### src/abff_pkg.sv
// ----------------------------------------------------------------------------
// abff_pkg: shared types and constants for the allocation bitmap
// Mode codes, word and index widths, controller state type and the
// command and status bundles between controller and datapath.
// ----------------------------------------------------------------------------
`default_nettype none

package abff_pkg;

    // Default bitmap geometry
    localparam int ABFF_WORD_BITS = 64;
    localparam int ABFF_WORDS     = 64;

    // Fixed field widths
    localparam int MODE_W = 3;
    localparam int IDX_W  = 12;
    localparam int NUMB_W = 13;
    localparam int BASE_W = 14;

    localparam logic [NUMB_W-1:0] NUM_BITS_RESET = 13'd4096;

    // Operation codes
    localparam logic [MODE_W-1:0] MODE_TEST      = 3'd0;
    localparam logic [MODE_W-1:0] MODE_SET       = 3'd1;
    localparam logic [MODE_W-1:0] MODE_CLEAR     = 3'd2;
    localparam logic [MODE_W-1:0] MODE_SET_ALL   = 3'd3;
    localparam logic [MODE_W-1:0] MODE_CLEAR_ALL = 3'd4;
    localparam logic [MODE_W-1:0] MODE_FIND_SET  = 3'd5;
    localparam logic [MODE_W-1:0] MODE_FIND_CLR  = 3'd6;

    typedef enum logic [2:0] {
        ST_INIT,
        ST_IDLE,
        ST_DECODE,
        ST_ACCESS,
        ST_MODIFY,
        ST_FILL,
        ST_SCAN
    } t_state;

    // Controller to datapath
    typedef struct packed {
        logic init;
        logic capture;
        logic decode;
        logic access;
        logic modify;
        logic fill;
        logic scan;
        logic finish;
    } t_cmd;

    // Datapath to controller
    typedef struct packed {
        logic              init_last;
        logic              more;
        logic              scan_done;
        logic [MODE_W-1:0] mode;
    } t_sts;

endpackage

`default_nettype wire

### src/abff_ctrl.sv
// ----------------------------------------------------------------------------
// abff_ctrl: sequencing state machine
// Steps each transaction through decode, word access, fill sweep or scan,
// and runs the pass that writes all ones to the bitmap after reset.
// ----------------------------------------------------------------------------
`default_nettype none

module abff_ctrl
    import abff_pkg::*;
(
    input  wire logic i_clk,
    input  wire logic i_rst_n,
    input  wire logic i_start,
    input  wire t_sts i_sts,
    output t_cmd      o_cmd,
    output logic      o_busy
);

    t_state r_state;
    t_state n_state;

    always_ff @(posedge i_clk) begin
        if (!i_rst_n) begin
            r_state <= ST_INIT;
        end else begin
            r_state <= n_state;
        end
    end

    // Next state
    always_comb begin
        n_state = r_state;
        case (r_state)
            ST_INIT: begin
                if (i_sts.init_last) begin
                    n_state = ST_IDLE;
                end
            end
            ST_IDLE: begin
                if (i_start) begin
                    n_state = ST_DECODE;
                end
            end
            ST_DECODE: begin
                case (i_sts.mode)
                    MODE_SET_ALL, MODE_CLEAR_ALL: n_state = ST_FILL;
                    MODE_FIND_SET, MODE_FIND_CLR: n_state = ST_SCAN;
                    default:                      n_state = ST_ACCESS;
                endcase
            end
            ST_ACCESS: n_state = ST_MODIFY;
            ST_MODIFY: n_state = ST_IDLE;
            ST_FILL: begin
                if (!i_sts.more) begin
                    n_state = ST_IDLE;
                end
            end
            ST_SCAN: begin
                if (i_sts.scan_done) begin
                    n_state = ST_IDLE;
                end
            end
            default: n_state = ST_IDLE;
        endcase
    end

    // Outputs
    always_comb begin
        o_cmd  = '0;
        o_busy = 1'b1;
        case (r_state)
            ST_INIT:   o_cmd.init = 1'b1;
            ST_IDLE: begin
                o_busy        = 1'b0;
                o_cmd.capture = i_start;
            end
            ST_DECODE: o_cmd.decode = 1'b1;
            ST_ACCESS: o_cmd.access = 1'b1;
            ST_MODIFY: begin
                o_cmd.modify = 1'b1;
                o_cmd.finish = 1'b1;
            end
            ST_FILL: begin
                o_cmd.fill   = 1'b1;
                o_cmd.finish = !i_sts.more;
            end
            ST_SCAN: begin
                o_cmd.scan   = 1'b1;
                o_cmd.finish = i_sts.scan_done;
            end
            default: o_busy = 1'b1;
        endcase
    end

endmodule

`default_nettype wire

### config.mk
export PLATFORM = sky130hd
export DESIGN_NAME = abff_ctrl
export DESIGN_NICKNAME = d
export VERILOG_FILES = /design/src/abff_pkg.sv /design/src/abff_ctrl.sv
export SDC_FILE = /design/constraint.sdc
export NUM_CORES = 1
export LEC_CHECK = 0
export BUFFER_PORTS_ARGS = -buffer_cell sky130_fd_sc_hd__buf_2
export CAP_MARGIN = 20
export CELL_PAD_IN_SITES_DETAIL_PLACEMENT = 1
export CELL_PAD_IN_SITES_GLOBAL_PLACEMENT = 2
export CORE_UTILIZATION = 18
export DETAILED_ROUTE_END_ITERATION = 8
export GPL_ROUTABILITY_DRIVEN = 1
export PLACE_DENSITY_LB_ADDON = 0.1
export SETUP_SLACK_MARGIN = 0.5
export SYNTH_ARGS = -nofsm -noshare
export SYNTH_HDL_FRONTEND = slang
export SYNTH_SLANG_ARGS = --single-unit
export TNS_END_PERCENT = 50
### constraint.sdc
create_clock -name i_clk -period 1 [get_ports i_clk]
set_input_delay 0.1 -clock i_clk [delete_from_list [all_inputs] [get_ports i_clk]]
set_output_delay 0.1 -clock i_clk [all_outputs]
set_load 0.01 [all_outputs]
==> out/qor.yml <==
status: "complete, but fails checks"
violations: "negative setup slack"
r2r_start: "r_state[2]"
firstDrtPassIters: 2
root_buffer: "clkbuf_4"
power_frac_comb: 0.401
slowest_stage: "or3_4"
multi_input_area_um2: 266.5
clk_pin_slew_ns: 0.04
rsz0062_at_grt: "true"
tightest_slew_ns: 0.1910
finClkSkew_ns: 0.006092
grt_pass1_wl_mm: 1.752
diodes: 0
route.detailed.drc: 0
postCtsHoldBufs: 0
first_global_vias: 402
nets: 81
drv_cap: 0
largest_reg_flops: 3
reg_top3: "r_state (3)"
die_w_um: 42.93
syn_nets: 47
grt_usage: 0.1293
clk_latency_ns: 0.25
ys_warn_count: 0
cp.required_ns: 0.90
netSwitchingPower_w: 0.0002010
cts_tree: "built"
yosysSeqAreaShare: 0.1992
startpoint_type: "flip-flop"
wl_mm: 1.166
wire_per_inst_um: 13.40
drive_gt1_frac: 0.7183
ant_nets: 0
numCtsBuffers: 3
h-tree-depth: 1
p_int_w: 0.0004250
seq_area_um2: 71.32
slew_headroom: 0.8727
syn_area_um2: 301.5
rows: 14
cts_sinks: 3
fmax_mhz: 818.9
hold_ws_ns: 0.1369
n_fill_cell: 202
peakVddDrop_uv: 438.4
worst_setup_path_end_kind: "primary output"
core_area_mm2: 0.001541
p_seq_frac: 0.230
clockBufferDepth: 2
path_buf_inv: 1
cp-startpoint: "r_state[1]"
vias: 424
leakage_nw: 0.2893
syn_area_per_cell_um2: 7.935
hold_path.class: "input port to flip-flop"
p_clk_frac: 0.369
grt_antenna_before_repair: 0
syn_inst: 38
gp_congestion: 0.8442
synthToLayoutAreaGrowth_pct: 103.7
cp_top_family: "simple AND/OR/NAND/NOR gates"
port_buffers: 17
dieArea_mm2: 0.001843
drv_slew: 0
min_period_over_period: 1.221
min_from: "i_rst_n"
finalSetupViolCount: 11
drt_iter0_drc: 1
dp_hpwl_um: 868.9
grt_max_degree: 11
ys_top_cells_by_area: "dfxtp_1 (20%), nor3b_1 (12%), buf_2 (5.0%)"
synth.top_cell.area_share: 0.1992
gr-total-overflow: 0
crit_chain: "or3_4 -> buf_6"
crit_arrival_ns: 1.12
path_max_fanout: 7
post-route-min-period_ns: 1.221
synth_top_cell_by_area: "dfxtp_1"
p_total_w: 0.0006260
crit_type: "flip-flop to primary output"
ys_ff_latch: 3
power_density_mw_per_mm2: 1019
max_stage_delay_ns: 0.38
viasPerCell: 4.874
synth_cell_types: 22
die_y_um: 42.93
hold_violations: 0
initial_core_util: 0.1956
p_sw_frac: 0.3210
setup_slack_ns: -0.2211
pin_count: 18
largest_register: "r_state"
## cells in the final DEF (no fill, tap or decap), types with 2 or more instances in the layout
cell,instances
a31oi_1,2
clkbuf_4,3
and3_1,2
nor3b_2,3
dfxtp_4,3
buf_4,11
o22ai_1,2
buf_2,16
nand2_1,2
buf_6,4
nand3b_1,2
## per-layer routing
layer / track usage / vias up / wire, um
met2: 0.2303 / 16 / 638
met4: 0.05455 / 0 / 19
met1: 0.1403 / 195 / 446
li1: - / 210 / -
met5: 0 / - / 0
met3: 0.03830 / 3 / 62
## worst paths after layout
| kind | endpoint | slack [ns] | depth (start not counted) |
|---|---|---|---|
| max | o_busy | -0.22 | 2 |
| min | r_state[0] | 0.14 | 2 |
| max reg2reg | r_state[0] | -0.13 | 4 |
| min reg2reg | r_state[0] | 0.69 | 2 |
## per-stage QoR
| step | util | TNS, ns | setup slack (ns) | cells | instance area [um^2] |
|---|---|---|---|---|---|
| final | 0.3985 | -1.743 | -0.2211 | 87 | 614.3 |
| after global routing | 0.3985 | -2.379 | -0.2545 | 87 | 614.3 |
| after CTS | 0.3758 | -1.825 | -0.2230 | 85 | 579.3 |
| after detailed placement | 0.3304 | -0.3503 | -0.05888 | 79 | 509.2 |
| after global placement | 0.3304 | -0.3361 | -0.07338 | 79 | 509.2 |
| after floorplan | - | 0 | 0.02300 | 38 | 349.1 |
## timing repair
action	in CTS	in global routing
pin swaps	6	0
endpoints found under the setup margin	12	12
setup buffers	2	2
gates resized for setup	8	5
## layout make-up
cell class	instances	share of cell area
Inverter	2	0.01222
Clock buffer	4	0.04277
Multi-Input combinational cell	30	0.4338
Tap cell	16	0.03259
Sequential cell	3	0.1161
Timing Repair Buffer	32	0.3625
## kinds of logic (layout without fill, tap and decap cells)
| kind of cell | Yosys count | in the layout | synth area share |
|---|---|---|---|
| AO/OA/AOI/OAI | 10 | 10 | 0.2614 |
| XOR/XNOR | 1 | 1 | 0.02905 |
| flip-flops | 3 | 3 | 0.1992 |
| AND/OR/NAND/NOR | 19 | 19 | 0.4357 |
| buffers and inverters | 5 | 38 | 0.07468 |
## cell usage after synthesis
cell	count
and2_1	1
a21oi_1	2
dfxtp_1	3
buf_2	3
o22ai_1	2
or3b_1	1
nand2_1	2
nand3b_1	2
a21bo_2	1
a221oi_2	1
or3_1	1
nor3_1	2
o221a_2	1
xor2_1	1
nor3b_1	5
o21a_1	1
a31oi_1	2
inv_1	2
nor2b_1	1
and4bb_2	1
and3_1	2
and3b_1	1
## power by group through the flow
stage / logic (W) / clock network (W) / registers [W]
CTS: 0.000234 / 0.000234 / 0.000147
floorplan: 0.000120 / 0 / 0.000138
global route: 0.000270 / 0.000249 / 0.000146
global placement: 0.000201 / 0 / 0.000149
detailed placement: 0.000209 / 0 / 0.000149
finish: 0.000251 / 0.000231 / 0.000144
Note: power is estimated with default switching activity, not from simulation.
